### src/rtl/dsps_pkg.sv
package dsps_pkg;

    localparam int NUM_MOTORS_DEF = 2;

    localparam int KIND_W     = 3;
    localparam int REV_W      = 16;
    localparam int PERIOD_W   = 16;
    localparam int STEPS_W    = 32;
    localparam int PHASE_W    = 4;
    localparam int COIL_W     = 4;
    localparam int CFG_IDX_W  = 3;
    localparam int CFG_DATA_W = 16;
    localparam int CMD_W      = 2;

    // Shared divider widths: 600000 needs 20 bits, divisors are at most 16 bits.
    localparam int DIVIDEND_W = 20;
    localparam int DIVISOR_W  = 16;
    localparam logic [DIVIDEND_W-1:0] PERIOD_BASE = 20'd600000;

    localparam logic [CMD_W-1:0] CMD_TICK = 2'd0;
    localparam logic [CMD_W-1:0] CMD_RUN  = 2'd1;
    localparam logic [CMD_W-1:0] CMD_STOP = 2'd2;

    localparam logic [KIND_W-1:0] KIND_OFF  = 3'd0;
    localparam logic [KIND_W-1:0] KIND_WAVE = 3'd1;
    localparam logic [KIND_W-1:0] KIND_FULL = 3'd2;
    localparam logic [KIND_W-1:0] KIND_HALF = 3'd3;
    localparam logic [KIND_W-1:0] KIND_BIPO = 3'd4;

    localparam logic [CFG_IDX_W-1:0] CFG_TYPE0 = 3'd0;
    localparam logic [CFG_IDX_W-1:0] CFG_TYPE1 = 3'd1;
    localparam logic [CFG_IDX_W-1:0] CFG_REV1  = 3'd2;
    localparam logic [CFG_IDX_W-1:0] CFG_REV2  = 3'd3;
    localparam logic [CFG_IDX_W-1:0] CFG_REV3  = 3'd4;
    localparam logic [CFG_IDX_W-1:0] CFG_REV4  = 3'd5;

    localparam logic [REV_W-1:0] REV1_RESET = 16'd2048;
    localparam logic [REV_W-1:0] REV2_RESET = 16'd2048;
    localparam logic [REV_W-1:0] REV3_RESET = 16'd4096;
    localparam logic [REV_W-1:0] REV4_RESET = 16'd200;

    localparam logic [COIL_W-1:0] TAB_WAVE [4] = '{4'd8, 4'd4, 4'd2, 4'd1};
    localparam logic [COIL_W-1:0] TAB_FULL [4] = '{4'd12, 4'd6, 4'd3, 4'd9};
    localparam logic [COIL_W-1:0] TAB_HALF [8] =
        '{4'd8, 4'd12, 4'd4, 4'd6, 4'd2, 4'd3, 4'd1, 4'd9};
    localparam logic [COIL_W-1:0] TAB_BIPO [4] = '{4'd5, 4'd6, 4'd10, 4'd9};

    typedef struct packed {
        logic [PHASE_W-1:0]  phase;
        logic [PERIOD_W-1:0] tick_left;
        logic [PERIOD_W-1:0] period;
        logic [STEPS_W-1:0]  steps_left;
        logic                forward;
        logic [COIL_W-1:0]   coil;
        logic                enable;
    } chan_t;

    typedef struct packed {
        logic                  start;
        logic [DIVIDEND_W-1:0] dividend;
        logic [DIVISOR_W-1:0]  divisor;
    } div_req_t;

    typedef struct packed {
        logic                  done;
        logic [DIVIDEND_W-1:0] quotient;
    } div_rslt_t;

    function automatic logic kind_active(logic [KIND_W-1:0] kind);
        return (kind >= KIND_WAVE) && (kind <= KIND_BIPO);
    endfunction

    function automatic logic [COIL_W-1:0] coil_pattern(logic [KIND_W-1:0] kind,
                                                       logic [PHASE_W-1:0] ph);
        logic [COIL_W-1:0] pat;
        case (kind)
            KIND_WAVE: pat = TAB_WAVE[ph[1:0]];
            KIND_FULL: pat = TAB_FULL[ph[1:0]];
            KIND_HALF: pat = TAB_HALF[ph[2:0]];
            default:   pat = TAB_BIPO[ph[1:0]];
        endcase
        return pat;
    endfunction

endpackage

### src/rtl/dsps_divider.sv
module dsps_divider
(
    input  logic              clk,
    input  logic              rst_n,
    input  dsps_pkg::div_req_t  req,
    output dsps_pkg::div_rslt_t rslt
);

    localparam int DW     = dsps_pkg::DIVIDEND_W;
    localparam int VW     = dsps_pkg::DIVISOR_W;
    localparam int CNT_W  = $clog2(DW);
    localparam logic [CNT_W-1:0] CNT_LAST = CNT_W'(DW - 1);

    logic             busy_reg;
    logic             done_reg;
    logic [CNT_W-1:0] cnt_reg;
    logic [VW-1:0]    rem_reg;
    logic [DW-1:0]    quo_reg;
    logic [VW-1:0]    dsr_reg;

    logic [VW:0]      shifted;
    logic [VW+1:0]    diff;
    logic [VW-1:0]    rem_next;
    logic [DW-1:0]    quo_next;

    // One restoring step per cycle: shift in the next dividend bit, try to subtract.
    always_comb
    begin
        shifted  = {rem_reg, quo_reg[DW-1]};
        diff     = {1'b0, shifted} - {2'b00, dsr_reg};
        rem_next = diff[VW+1] ? shifted[VW-1:0] : diff[VW-1:0];
        quo_next = {quo_reg[DW-2:0], ~diff[VW+1]};
    end

    always_ff @(posedge clk or negedge rst_n)
    begin
        if (!rst_n)
        begin
            busy_reg <= 1'b0;
            done_reg <= 1'b0;
            cnt_reg  <= '0;
            rem_reg  <= '0;
            quo_reg  <= '0;
            dsr_reg  <= '0;
        end
        else
        begin
            done_reg <= 1'b0;
            if (req.start)
            begin
                busy_reg <= 1'b1;
                cnt_reg  <= '0;
                rem_reg  <= '0;
                quo_reg  <= req.dividend;
                dsr_reg  <= req.divisor;
            end
            else if (busy_reg)
            begin
                rem_reg <= rem_next;
                quo_reg <= quo_next;
                if (cnt_reg == CNT_LAST)
                begin
                    busy_reg <= 1'b0;
                    done_reg <= 1'b1;
                end
                else
                begin
                    cnt_reg <= cnt_reg + 1'b1;
                end
            end
        end
    end

    assign rslt.done     = done_reg;
    assign rslt.quotient = quo_reg;

endmodule

### src/rtl/dsps_chan_step.sv
module dsps_chan_step
(
    input  dsps_pkg::chan_t                   chan,
    input  logic [dsps_pkg::KIND_W-1:0]       kind,
    output dsps_pkg::chan_t                   chan_next
);

    logic [dsps_pkg::PHASE_W-1:0] top;
    logic [dsps_pkg::PHASE_W-1:0] ph;
    logic [dsps_pkg::STEPS_W-1:0] steps_dec;

    always_comb
    begin
        top = (kind == dsps_pkg::KIND_HALF) ? 4'd7 : 4'd3;
        if (chan.forward)
        begin
            ph = chan.phase + 4'd1;
            if (ph > top)
            begin
                ph = 4'd0;
            end
        end
        else
        begin
            ph = (chan.phase == 4'd0) ? top : chan.phase - 4'd1;
            if (ph > top)
            begin
                ph = top;
            end
        end
        steps_dec = chan.steps_left - 32'd1;

        chan_next = chan;
        if (dsps_pkg::kind_active(kind) && (chan.steps_left != '0))
        begin
            if (chan.tick_left <= 16'd1)
            begin
                chan_next.tick_left  = chan.period;
                chan_next.phase      = ph;
                chan_next.coil       = dsps_pkg::coil_pattern(kind, ph);
                chan_next.steps_left = steps_dec;
                // The last step of a run releases the windings.
                if (steps_dec == '0)
                begin
                    chan_next.coil   = '0;
                    chan_next.enable = 1'b0;
                end
            end
            else
            begin
                chan_next.tick_left = chan.tick_left - 16'd1;
            end
        end
    end

endmodule

### src/rtl/dual_stepper_phase_sequencer.sv
// Tick transaction: S_DECODE, then S_TICK, where the channels are stepped one per cycle,
// then S_RESULT. Run transaction: two passes through the shared divider of 20 steps.
// Stop, idle and an ignored run go from S_DECODE straight to S_RESULT. A new command is
// taken only in S_IDLE, once the previous result has been loaded.
// The result sits in an output register; a result still waiting when the next is due holds it.
// Reset clears all channel state; motor kinds reset to 1 and 0, steps per turn to defaults.
module dual_stepper_phase_sequencer
#(
    parameter int NUM_MOTORS = dsps_pkg::NUM_MOTORS_DEF
)
(
    input  logic        clk,
    input  logic        rst_n,
    input  logic        s_tvalid,
    output logic        s_tready,
    // tdata: motor[0], step_count[32:1], speed[40:33], clockwise[41], zero fill
    input  logic [47:0] s_tdata,
    // tuser: cmd[1:0]
    input  logic [1:0]  s_tuser,
    output logic        m_tvalid,
    input  logic        m_tready,
    // tdata: coils0[3:0], coils1[7:4], enable0[8], enable1[9],
    // left0[41:10], left1[73:42], zero fill
    output logic [79:0] m_tdata,
    input  logic        cfg_valid,
    output logic        cfg_ready,
    input  logic [dsps_pkg::CFG_IDX_W-1:0]  cfg_index,
    input  logic [dsps_pkg::CFG_DATA_W-1:0] cfg_data
);

    localparam int MIDX_W = (NUM_MOTORS > 1) ? $clog2(NUM_MOTORS) : 1;
    localparam logic [MIDX_W-1:0] IDX_LAST = MIDX_W'(NUM_MOTORS - 1);

    typedef enum logic [2:0]
    {
        S_IDLE,
        S_DECODE,
        S_DIV1,
        S_DIV2GO,
        S_DIV2,
        S_TICK,
        S_RESULT
    } state_t;

    state_t                                state_reg;
    logic [MIDX_W-1:0]                     idx_reg;
    logic [dsps_pkg::CMD_W-1:0]            cmd_reg;
    logic                                  motor_reg;
    logic [dsps_pkg::STEPS_W-1:0]          count_reg;
    logic [7:0]                            speed_reg;
    logic                                  cw_reg;
    logic [dsps_pkg::DIVIDEND_W-1:0]       q1_reg;
    logic                                  m_tvalid_reg;
    logic [79:0]                           m_tdata_reg;

    dsps_pkg::chan_t                       chan_reg [NUM_MOTORS];
    logic [dsps_pkg::KIND_W-1:0]           type_reg [NUM_MOTORS];
    logic [dsps_pkg::REV_W-1:0]            rev_reg  [4];

    logic [MIDX_W-1:0]                     m_idx;
    logic                                  m_present;
    logic [MIDX_W-1:0]                     sel_idx;
    dsps_pkg::chan_t                       cur_chan;
    logic [dsps_pkg::KIND_W-1:0]           cur_kind;
    logic [dsps_pkg::KIND_W-1:0]           kind_m1;
    logic [dsps_pkg::REV_W-1:0]            rev_eff;
    logic [7:0]                            spd_eff;
    logic                                  run_ok;
    logic [dsps_pkg::PERIOD_W-1:0]         period_q;
    dsps_pkg::chan_t                       tick_chan;
    dsps_pkg::chan_t                       run_chan;
    dsps_pkg::chan_t                       stop_chan;
    dsps_pkg::div_req_t                    div_req;
    dsps_pkg::div_rslt_t                   div_rslt;

    logic [3:0]                            coils1;
    logic                                  enable1;
    logic [31:0]                           left1;
    logic [79:0]                           out_word;

    assign m_idx     = MIDX_W'(motor_reg);
    assign m_present = (int'(motor_reg) < NUM_MOTORS);
    assign sel_idx   = (state_reg == S_TICK) ? idx_reg : m_idx;
    assign cur_chan  = chan_reg[sel_idx];
    assign cur_kind  = type_reg[sel_idx];

    always_comb
    begin
        kind_m1  = cur_kind - 3'd1;
        rev_eff  = (rev_reg[kind_m1[1:0]] == '0) ? 16'd1 : rev_reg[kind_m1[1:0]];
        spd_eff  = (speed_reg == 8'd0) ? 8'd1 : speed_reg;
        run_ok   = m_present && dsps_pkg::kind_active(cur_kind);

        if (|div_rslt.quotient[dsps_pkg::DIVIDEND_W-1:dsps_pkg::PERIOD_W])
        begin
            period_q = 16'hFFFF;
        end
        else if (div_rslt.quotient == '0)
        begin
            period_q = 16'd1;
        end
        else
        begin
            period_q = div_rslt.quotient[dsps_pkg::PERIOD_W-1:0];
        end

        run_chan            = cur_chan;
        run_chan.period     = period_q;
        run_chan.tick_left  = period_q;
        run_chan.forward    = cw_reg;
        run_chan.enable     = 1'b1;
        run_chan.steps_left = count_reg;
        if (cw_reg)
        begin
            run_chan.phase = 4'd15;
        end
        else
        begin
            run_chan.phase = (cur_kind == dsps_pkg::KIND_HALF) ? 4'd8 : 4'd4;
        end

        stop_chan            = cur_chan;
        stop_chan.steps_left = '0;

        div_req.start    = ((state_reg == S_DECODE) && (cmd_reg == dsps_pkg::CMD_RUN)
                            && run_ok) || (state_reg == S_DIV2GO);
        div_req.dividend = (state_reg == S_DIV2GO) ? q1_reg : dsps_pkg::PERIOD_BASE;
        div_req.divisor  = (state_reg == S_DIV2GO) ? {8'd0, spd_eff} : rev_eff;
    end

    dsps_chan_step u_chan_step
    (
        .chan      (cur_chan),
        .kind      (cur_kind),
        .chan_next (tick_chan)
    );

    dsps_divider u_divider
    (
        .clk   (clk),
        .rst_n (rst_n),
        .req   (div_req),
        .rslt  (div_rslt)
    );

    generate
        if (NUM_MOTORS > 1)
        begin : g_ch1
            assign coils1  = chan_reg[1].coil;
            assign enable1 = chan_reg[1].enable;
            assign left1   = chan_reg[1].steps_left;
        end
        else
        begin : g_no_ch1
            assign coils1  = '0;
            assign enable1 = 1'b0;
            assign left1   = '0;
        end
    endgenerate

    assign out_word = {6'd0, left1, chan_reg[0].steps_left, enable1, chan_reg[0].enable,
                       coils1, chan_reg[0].coil};

    always_ff @(posedge clk or negedge rst_n)
    begin
        if (!rst_n)
        begin
            state_reg    <= S_IDLE;
            idx_reg      <= '0;
            cmd_reg      <= dsps_pkg::CMD_TICK;
            motor_reg    <= 1'b0;
            count_reg    <= '0;
            speed_reg    <= '0;
            cw_reg       <= 1'b0;
            q1_reg       <= '0;
            m_tvalid_reg <= 1'b0;
            m_tdata_reg  <= '0;
            for (int i = 0; i < NUM_MOTORS; i++)
            begin
                chan_reg[i] <= '0;
                type_reg[i] <= (i == 0) ? dsps_pkg::KIND_WAVE : dsps_pkg::KIND_OFF;
            end
            rev_reg[0] <= dsps_pkg::REV1_RESET;
            rev_reg[1] <= dsps_pkg::REV2_RESET;
            rev_reg[2] <= dsps_pkg::REV3_RESET;
            rev_reg[3] <= dsps_pkg::REV4_RESET;
        end
        else
        begin
            if (cfg_valid)
            begin
                case (cfg_index)
                    dsps_pkg::CFG_TYPE0,
                    dsps_pkg::CFG_TYPE1:
                    begin
                        for (int i = 0; i < NUM_MOTORS; i++)
                        begin
                            if ((i < 2) && (cfg_index == dsps_pkg::CFG_IDX_W'(i)))
                            begin
                                type_reg[i] <= cfg_data[dsps_pkg::KIND_W-1:0];
                            end
                        end
                    end
                    dsps_pkg::CFG_REV1: rev_reg[0] <= cfg_data;
                    dsps_pkg::CFG_REV2: rev_reg[1] <= cfg_data;
                    dsps_pkg::CFG_REV3: rev_reg[2] <= cfg_data;
                    dsps_pkg::CFG_REV4: rev_reg[3] <= cfg_data;
                    default:
                    begin
                    end
                endcase
            end

            // While a new result is being loaded, that state sets the valid flag itself.
            if (m_tvalid_reg && m_tready && (state_reg != S_RESULT))
            begin
                m_tvalid_reg <= 1'b0;
            end

            case (state_reg)
                S_IDLE:
                begin
                    if (s_tvalid)
                    begin
                        cmd_reg   <= s_tuser;
                        motor_reg <= s_tdata[0];
                        count_reg <= s_tdata[32:1];
                        speed_reg <= s_tdata[40:33];
                        cw_reg    <= s_tdata[41];
                        state_reg <= S_DECODE;
                    end
                end
                S_DECODE:
                begin
                    idx_reg <= '0;
                    case (cmd_reg)
                        dsps_pkg::CMD_TICK: state_reg <= S_TICK;
                        dsps_pkg::CMD_RUN:  state_reg <= run_ok ? S_DIV1 : S_RESULT;
                        dsps_pkg::CMD_STOP:
                        begin
                            if (m_present)
                            begin
                                chan_reg[m_idx] <= stop_chan;
                            end
                            state_reg <= S_RESULT;
                        end
                        default: state_reg <= S_RESULT;
                    endcase
                end
                S_DIV1:
                begin
                    if (div_rslt.done)
                    begin
                        q1_reg    <= div_rslt.quotient;
                        state_reg <= S_DIV2GO;
                    end
                end
                S_DIV2GO:
                begin
                    state_reg <= S_DIV2;
                end
                S_DIV2:
                begin
                    if (div_rslt.done)
                    begin
                        chan_reg[m_idx] <= run_chan;
                        state_reg       <= S_RESULT;
                    end
                end
                S_TICK:
                begin
                    chan_reg[idx_reg] <= tick_chan;
                    if (idx_reg == IDX_LAST)
                    begin
                        state_reg <= S_RESULT;
                    end
                    else
                    begin
                        idx_reg <= idx_reg + 1'b1;
                    end
                end
                S_RESULT:
                begin
                    if (!m_tvalid_reg || m_tready)
                    begin
                        m_tvalid_reg <= 1'b1;
                        m_tdata_reg  <= out_word;
                        state_reg    <= S_IDLE;
                    end
                end
                default:
                begin
                    state_reg <= S_IDLE;
                end
            endcase
        end
    end

    assign s_tready  = (state_reg == S_IDLE);
    assign cfg_ready = 1'b1;
    assign m_tvalid  = m_tvalid_reg;
    assign m_tdata   = m_tdata_reg;

endmodule

### config.mk
export PLATFORM = sky130hd
export DESIGN_NAME = dual_stepper_phase_sequencer
export DESIGN_NICKNAME = d
export VERILOG_FILES = /design/src/rtl/dsps_pkg.sv /design/src/rtl/dsps_divider.sv /design/src/rtl/dsps_chan_step.sv /design/src/rtl/dual_stepper_phase_sequencer.sv
export SDC_FILE = /design/constraint.sdc
export NUM_CORES = 1
export LEC_CHECK = 0
export ABC_AREA = 1
export BUFFER_PORTS_ARGS = -buffer_cell sky130_fd_sc_hd__buf_4
export CAP_MARGIN = 15
export CORE_UTILIZATION = 50
export DETAILED_ROUTE_END_ITERATION = 6
export PLACE_DENSITY = 0.74
export SLEW_MARGIN = 15
export SYNTH_ARGS = -nofsm -noshare
export SYNTH_HDL_FRONTEND = slang
export SYNTH_SLANG_ARGS = --single-unit
### constraint.sdc
create_clock -name clk -period 4.8 [get_ports clk]
set_input_delay 0.96 -clock clk [delete_from_list [all_inputs] [get_ports clk]]
set_output_delay 0.96 -clock clk [all_outputs]
set_load 0.01 [all_outputs]
==> out/summary.txt, run 1 <==
First DRT Iteration DRCs -> 2,699
Clk Latency, worst-skew pair -> 0.61 ns
CTS tree -> done
Post-layout min period -> 4.39 ns
Worst-Margin Slew -> 1.12 ns
Most used cell, CP -> nand2_1
Wirelength, routed -> 76,500 µm
Setup violators final -> 0
Nets -> 3,714
Worst path slowest cell -> dfrtp_1
Largest net degree at the start of global routing -> 114
Gpl congestion -> 0.966
CTS Buf Count -> 48
Cell row count -> 82
Synth Cell Area -> 0.0255 mm²
Final setup margin -> 0.410 ns
Peak supply drop -> 0.000502 V
Initial Utilization -> 50.7%
Yosys reg bits -> 420
Primary FF master, synth -> dfrtp_1
Die Footprint -> 0.0519 mm²
Worst path required time -> 5.28 ns
I/O pin cnt -> 157
Area grow syn2layout -> 12.6%
Sink Count -> 420
Power per cell area -> 791 mW/mm²
Final setup skew -> 0.0252 ns
Max Fclk -> 0.228 GHz
DRC errors left -> 0
Dpl cells -> 4,226
Seq/Total Area, Yosys -> 41.2%
Max clock buf depth -> 3
Worst Hold Class -> in -> async
Syn Area/Cell -> 7.17 µm²
Hpwl dp -> 49,800 µm
Max incr delay on CP -> 0.43 ns
Antenna violations before repair -> 0
Mapped Cells -> 3,560
PortBufs -> 143
Per-cell routed wire length -> 17.7 µm
Layout Cells excl Fill -> 4,315
Clock Pin Slew Worst Setup and Hold Paths -> 0.06 ns
Chip width -> 228 µm
Max-Cap Viols -> 0
Post-synth ARST share -> 100%
# H-tree levels -> 2
Worst setup path category -> reg -> reg
Status -> complete, no violations
Antenna-violating nets left -> 0
Gr usage total -> 29.0%
Tcrit/Tclk final -> 91.5%
Placement Setup Slack -> 0.384 ns
DRT Pass-1 Iters -> 6
CTS root buffer -> clkbuf_16
Diode count -> 0
First-pass GRT wire length -> 122,000 µm
Core area -> 0.0503 mm²
Grt total ovfl -> 0
Vias in the first global route -> 23,000
Endpoint class of the critical path -> register
Critical Path Fanout Max -> 55
Slew Limit Headroom -> 24.9%
Hold Vio Cnt, Final -> 0
Startpoint types -> register
Via/cell ratio -> 5.76
Vias -> 24,900
Worst Path Arrival -> 4.87 ns
Layout cells sized above 1 -> 10.6%
Die height -> 228 µm
Distinct cells, synth -> 55
Static leakage -> 13.7 nW
YS warnings -> 0
Number of synthesized flops with an enable pin -> 0
Max Transition Viols Final -> 0
## placed cells by master (no fill, tap or decap), types with 5 or more instances in the layout
| master | count |
|---|---|
| buf_12 | 7 |
| xor2_1 | 18 |
| conb_1 | 7 |
| inv_2 | 18 |
| clkbuf_1 | 10 |
| nand2_2 | 12 |
| clkbuf_8 | 12 |
| nand4_1 | 28 |
| nand2_4 | 5 |
| nor2_2 | 17 |
| o32ai_1 | 6 |
| o31ai_1 | 6 |
| nor2_1 | 228 |
| nand3_1 | 151 |
| nand2_1 | 938 |
| inv_1 | 381 |
| a21oi_1 | 121 |
| nor4_1 | 9 |
| o21ai_2 | 13 |
| buf_4 | 189 |
| o221ai_1 | 33 |
| nor3_1 | 12 |
| xnor2_1 | 11 |
| o22ai_1 | 51 |
| dfrtp_1 | 411 |
| o211ai_1 | 47 |
| ha_1 | 34 |
| a221oi_1 | 20 |
| o22a_1 | 7 |
| a31oi_1 | 28 |
| o21ai_0 | 578 |
| o21a_1 | 13 |
| clkbuf_16 | 50 |
| o21ai_1 | 80 |
| mux2_2 | 16 |
| dfstp_2 | 7 |
| o2111ai_1 | 8 |
| nor2_4 | 7 |
## stage by stage
stage,total power [mW],TNS (ns),hold slack (ns),utilization [%],cell area (µm²)
finish,22.7,0,0.465,57.1,28700
global route,24.6,-0.0949,0.492,57.1,28700
CTS,22.4,0,0.483,57.0,28700
detailed placement,18.5,0,0.468,53.8,27000
global placement,18.3,0,0.460,53.8,27000
floorplan,14.9,0,0.432,-,25500
## layout make-up
class                           count  area [µm²]
Clock buffer                       71        1430
Clock inverter                     17         221
Fill cell                        4732       21500
Inverter                          401        1510
Multi-Input combinational cell   2535       12600
Sequential cell                   420       10500
Tap cell                          672         841
Timing Repair Buffer              199        1630
## cell usage after synthesis (all sizes together), types with 18 or more instances
| master | n | area, µm² |
|---|---|---|
| buf | 62 | 429 |
| o221ai | 33 | 289 |
| nand3 | 155 | 791 |
| clkbuf | 147 | 552 |
| a221oi | 20 | 175 |
| nor2 | 253 | 1040 |
| dfrtp | 413 | 10300 |
| nand4 | 29 | 196 |
| o211ai | 47 | 353 |
| o21ai | 671 | 3410 |
| a21oi | 121 | 606 |
| inv | 398 | 1490 |
| nand2 | 956 | 3640 |
| ha | 34 | 425 |
| xor2 | 18 | 158 |
| a31oi | 28 | 175 |
| o22ai | 51 | 319 |
## routing by layer
layer  share of wire, %  track usage [%]
met5                  0                0
met4                3.1             10.8
met3                 10             5.65
met2                 43             44.1
met1                 43             40.9
## logic make-up after synthesis
group | Yosys count | synth area share [%]
XOR/XNOR | 29 | 0.996
multiplexers | 16 | 0.706
flip-flops | 420 | 41.2
AO/OA/AOI/OAI | 1027 | 22.6
adder cells (fa/ha/maj) | 35 | 1.75
other | 2 | 0.0294
AND/OR/NAND/NOR | 1421 | 22.9
buffers and inverters | 610 | 9.75
## report_power, final
part           switching [mW]  internal, mW
sequential              0.865          4.89
combinational            8.94          4.21
clock                    1.58          2.24
total                    11.4          11.3
## critical path, delay by kind of cell (launching register included)
family,cells,cell delay (ns)
adder cells (fa/ha/maj),2,0.58
buffers and inverters,7,0.66
flip-flops,1,0.43
AND/OR/NAND/NOR,14,1.60
AO/OA/AOI/OAI,5,0.95
## path summary, 6_finish.rpt
| path | startpoint | endpoint | slack, ns | cells after the start |
|---|---|---|---|---|
| worst max-delay path | state_reg[1] | coils1[3] | 0.41 | 28 |
| worst min-delay path | rst_n | m_tdata[65] | 0.47 | 1 |
| worst max register to register | state_reg[1] | coils1[3] | 0.41 | 28 |
| worst min register to register | q1_reg[16] | q1_reg[16] | 0.48 | 2 |
| max in group asynchronous | rst_n | rev_reg[3] | 3.32 | 2 |
| min in group clk | q1_reg[16] | q1_reg[16] | 0.48 | 2 |
## repair_timing
action	CTS	global route
setup buffers	0	0
endpoints found under the setup margin	0	6
resized for setup	0	5
hold buffers	0	0
(Power assumes the default switching activity.)
==> run 2: changes to the inputs <==
- ABC_AREA: 1 -> unset
==> run 2 against run 1 <==
Against the previous run:
- the flow now finishes with violations (DRC)
- sequential power grew 8.3%
- flip-flop and latch count did not move
- total power fell by 10%
- sequential share of layout area rose by 3.0 points
- highest routed layer is now met5
==> out/summary.txt, run 2 <==
Status -> finished with violations
Failing checks -> DRC
Worst setup path category -> reg -> reg
R2r setup slk -> 0.21 ns (-0.20 ns)
Post-layout min period -> 4.59 ns (+0.202 ns)
Leading cell types by count after synthesis -> 413 x dfrtp_1, 217 x nand2_1, 216 x mux2_2
Most common cell after layout, fill and taps aside -> dfrtp_1
Post-synth top area cell -> dfrtp_1
Unrepaired setup endpoints after global routing -> yes
Sequential power share -> 30.7% (+5.4 points)
Critical Path Fanout Max -> 7 (-87%)
Vias -> 18,900 (-24%)
Net Sw Frac -> 43.1% (-7.0 points)
FF-to-FF path depth -> 14 (-50%)
Max clock buf depth -> 3 (unchanged)
Core area -> 0.0446 mm² (-11%)
Distinct cells, synth -> 97 (+76%)
Setup violators final -> 0 (unchanged)
Multi-input logic area -> 0.0116 mm² (-7.9%)
Sink Count -> 420 (unchanged)
Post-synth top area share -> 45.4% (+4.9 points)
Max-Cap Viols -> 0 (unchanged)
Number of synthesized flops with an enable pin -> 0 (unchanged)
Endpoint class of the critical path -> register
FF-to-FF End -> chan_reg[75]
PortBufs -> 143 (unchanged)
Clock Pin Slew Worst Setup and Hold Paths -> 0.06 ns (about the same)
Max incr delay on CP -> 0.47 ns (+0.04 ns)
Tcrit/Tclk final -> 95.7% (+4.2 points)
I/O pin cnt -> 157 (unchanged)
Antenna violations before repair -> 1 (+1)
Area grow syn2layout -> 16.7%
Synth Cell Area -> 0.0228 mm² (-11%)
Per-cell routed wire length -> 23.2 µm (+31%)
Yosys reg bits -> 420 (unchanged)
Max Transition Viols Final -> 0 (unchanged)
Antenna-violating nets left -> 0 (unchanged)
Reg2reg start -> state_reg[1]
Die height -> 215 µm (-5.5%)
Slew Limit Headroom -> 19.1% (-5.7 points)
First DRT Iteration DRCs -> 1,858 (-31%)
Die Footprint -> 0.0464 mm² (-11%)
Max Fclk -> 0.218 GHz (-4.4%)
CTS Buf Count -> 46 (-4.2%)
Wirelength, routed -> 69,600 µm (-9.1%)
Hold Vio Cnt, Final -> 0 (unchanged)
Gr usage total -> 29.7% (+0.74 points)
Initial Utilization -> 51.1% (+0.31 points)
Chip width -> 215 µm (-5.5%)
Hold buffer count at CTS -> 0 (unchanged)
Worst path slowest cell -> a2111oi_0
Diode count -> 0 (unchanged)
Via/cell ratio -> 6.29 (+9.1%)
Hold_ws -> 0.388 ns (-0.0775 ns)
Final setup skew -> 0.0268 ns (+0.00158 ns)
Peak supply drop -> 0.000450 V (-10%)
Met3 usage -> 6.41% (+0.76 points)
Hpwl dp -> 48,600 µm (-2.4%)
Grt met1 use -> 41.2% (+0.25 points)
GR peak layer -> met2
Layout cells sized above 1 -> 25.3% (+15 points)
Reg area -> 0.0105 mm² (about the same)
Grt total ovfl -> 0 (unchanged)
CTS tree -> done
CTS root buffer -> clkbuf_16
Final setup TNS -> 0 ns (unchanged)
Gpl congestion -> 0.991 (+2.5%)
Static leakage -> 11.8 nW (-14%)
Startpoint types -> register
Vias in the first global route -> 18,500 (-19%)
Worst-Margin Slew -> 1.21 ns (+0.0828 ns)
DRC errors left -> 13 (+13)
Mapped Cells -> 2,223 (-38%)
DRT Pass-1 Iters -> 7 (+1)
Worst Hold Class -> in -> async
Nets -> 2,479 (-33%)
Clk Latency, worst-skew pair -> 0.60 ns (about the same)
First-pass GRT wire length -> 108,000 µm (-12%)
Largest net degree at the start of global routing -> 103 (-9.6%)
Worst Path Arrival -> 5.05 ns (+0.18 ns)
Internal Pwr Total -> 11.6 mW (+2.1%)
Combinational share of power -> 50.5% (-7.4 points)
Primary FF master, synth -> dfrtp_1
Sw Pwr -> 8.77 mW (-23%)
FILL cells -> 3,662 (-23%)
Power per cell area -> 766 mW/mm² (-3.1%)
Cell row count -> 77 (-6.1%)
Seq/Total Area, Yosys -> 46.2% (+5.0 points)
Worst path required time -> 5.26 ns (-0.02 ns)
M2 GR Usage -> 47.0% (+2.9 points)
YS warnings -> 0 (unchanged)
Most frequent cells in the layout -> 412 x dfrtp_1, 234 x buf_4, 216 x mux2_2, 216 x nand2_1, 175 x nor2_1
CP Cell Sequence -> nand3b_1, a21oi_4, mux2i_4, ha_4, or3b_4, nand2_1, or4b_1, a211o_1, a2111oi_0, nand4_1, a2111oi_4, buf_4, a221o_1, o21ai_1
Syn Area/Cell -> 10.2 µm² (+43%)
Clock Power Share -> 18.9% (+2.1 points)
# H-tree levels -> 2 (unchanged)
Post-synth ARST share -> 100% (unchanged)
Main area contributors after synthesis -> dfrtp_1 45%, mux2_2 11%, mux2i_1 4.0%
Most frequent cell after synthesis -> dfrtp_1
==> run 2: cell types whose count changed in the layout (fill, tap and decap cells not counted), sizes merged, moves of 38 or more <==
| cell | delta |
|---|---|
| o21ai | -514 |
| buf | +42 |
| nand3 | -115 |
| nor2 | -76 |
| o22ai | -38 |
| mux2i | +96 |
| nand2 | -739 |
| mux2 | +201 |
| inv | -351 |
==> run 2: critical path, delay by kind of cell (launching register included) <==
family / cells / cell delay, ns
AO/OA/AOI/OAI: 6 / 1.81
adder cells (fa/ha/maj): 1 / 0.20
buffers and inverters: 1 / 0.21
flip-flops: 1 / 0.43
multiplexers: 1 / 0.34
AND/OR/NAND/NOR: 5 / 1.46
==> run 2: repair_timing <==
action	CTS	global route
endpoints found under the setup margin	0	21
setup buffers	0	5
resized for setup	0	11
==> run 2: cell families after synthesis <==
| logic type | synth area share [%] |
|---|---|
| flip-flops | 46.2 |
| buffers and inverters | 3.68 |
| AO/OA/AOI/OAI | 15.2 |
| AND/OR/NAND/NOR | 13.6 |
| multiplexers | 16.7 |
| adder cells (fa/ha/maj) | 1.96 |
| XOR/XNOR | 2.65 |
| other | 0.0330 |
==> run 2: layout make-up <==
| cell class | instances | area share (%) |
|---|---|---|
| Clock buffer | 62 | 4.90 |
| Clock inverter | 23 | 1.31 |
| Inverter | 47 | 0.678 |
| Multi-Input combinational cell | 1614 | 43.6 |
| Sequential cell | 420 | 39.6 |
| Tap cell | 592 | 2.79 |
| Timing Repair Buffer | 241 | 7.11 |
==> run 2: through the flow <==
stage / power, mW / util, % / cell area (µm²) / cells / worst slack, ns
finish: 20.3 / 59.6 / 26600 / 2999 / 0.208
global route: 21.5 / 59.6 / 26600 / 2999 / -0.0280
CTS: 20.0 / 59.3 / 26500 / 2992 / 0.150
detailed placement: 16.2 / 55.6 / 24800 / 2907 / 0.168
global placement: 15.8 / 55.6 / 24800 / 2907 / 0.297
floorplan: 12.8 / - / 22900 / 2228 / -0.171
==> run 2: how the worst max path moves through the flow <==
| stage | startpoint | end | slack [ns] | depth (start not counted) |
|---|---|---|---|---|
| after floorplan | state_reg[1] | register | -0.17 | 22 |
| after global placement | state_reg[1] | register | 0.30 | 14 |
| after detailed placement | m_idx | chan_reg[77] | 0.17 | 15 |
| after CTS | m_idx | chan_reg[77] | 0.15 | 15 |
| after global routing | state_reg[1] | coils1[3] | -0.03 | 15 |
| final | state_reg[1] | chan_reg[75] | 0.21 | 14 |
==> run 2: power by group through the flow <==
stage               registers (mW)  logic, mW  clock network [mW]
floorplan                     5.73       7.12                   0
global placement              6.23       9.60                   0
detailed placement            6.29       9.86                   0
CTS                           6.25       9.91                3.89
global route                  6.40       11.1                4.02
finish                        6.24       10.3                3.84
==> run 2: per-layer routing <==
metal | up-vias | wire (µm) | part of all wire (%)
met2 | 847 | 32200 | 46
met3 | 132 | 6340 | 9.1
met4 | 2 | 1650 | 2.4
met5 | - | 13 | 0.019
li1 | 8452 | - | -
met1 | 9426 | 29400 | 42
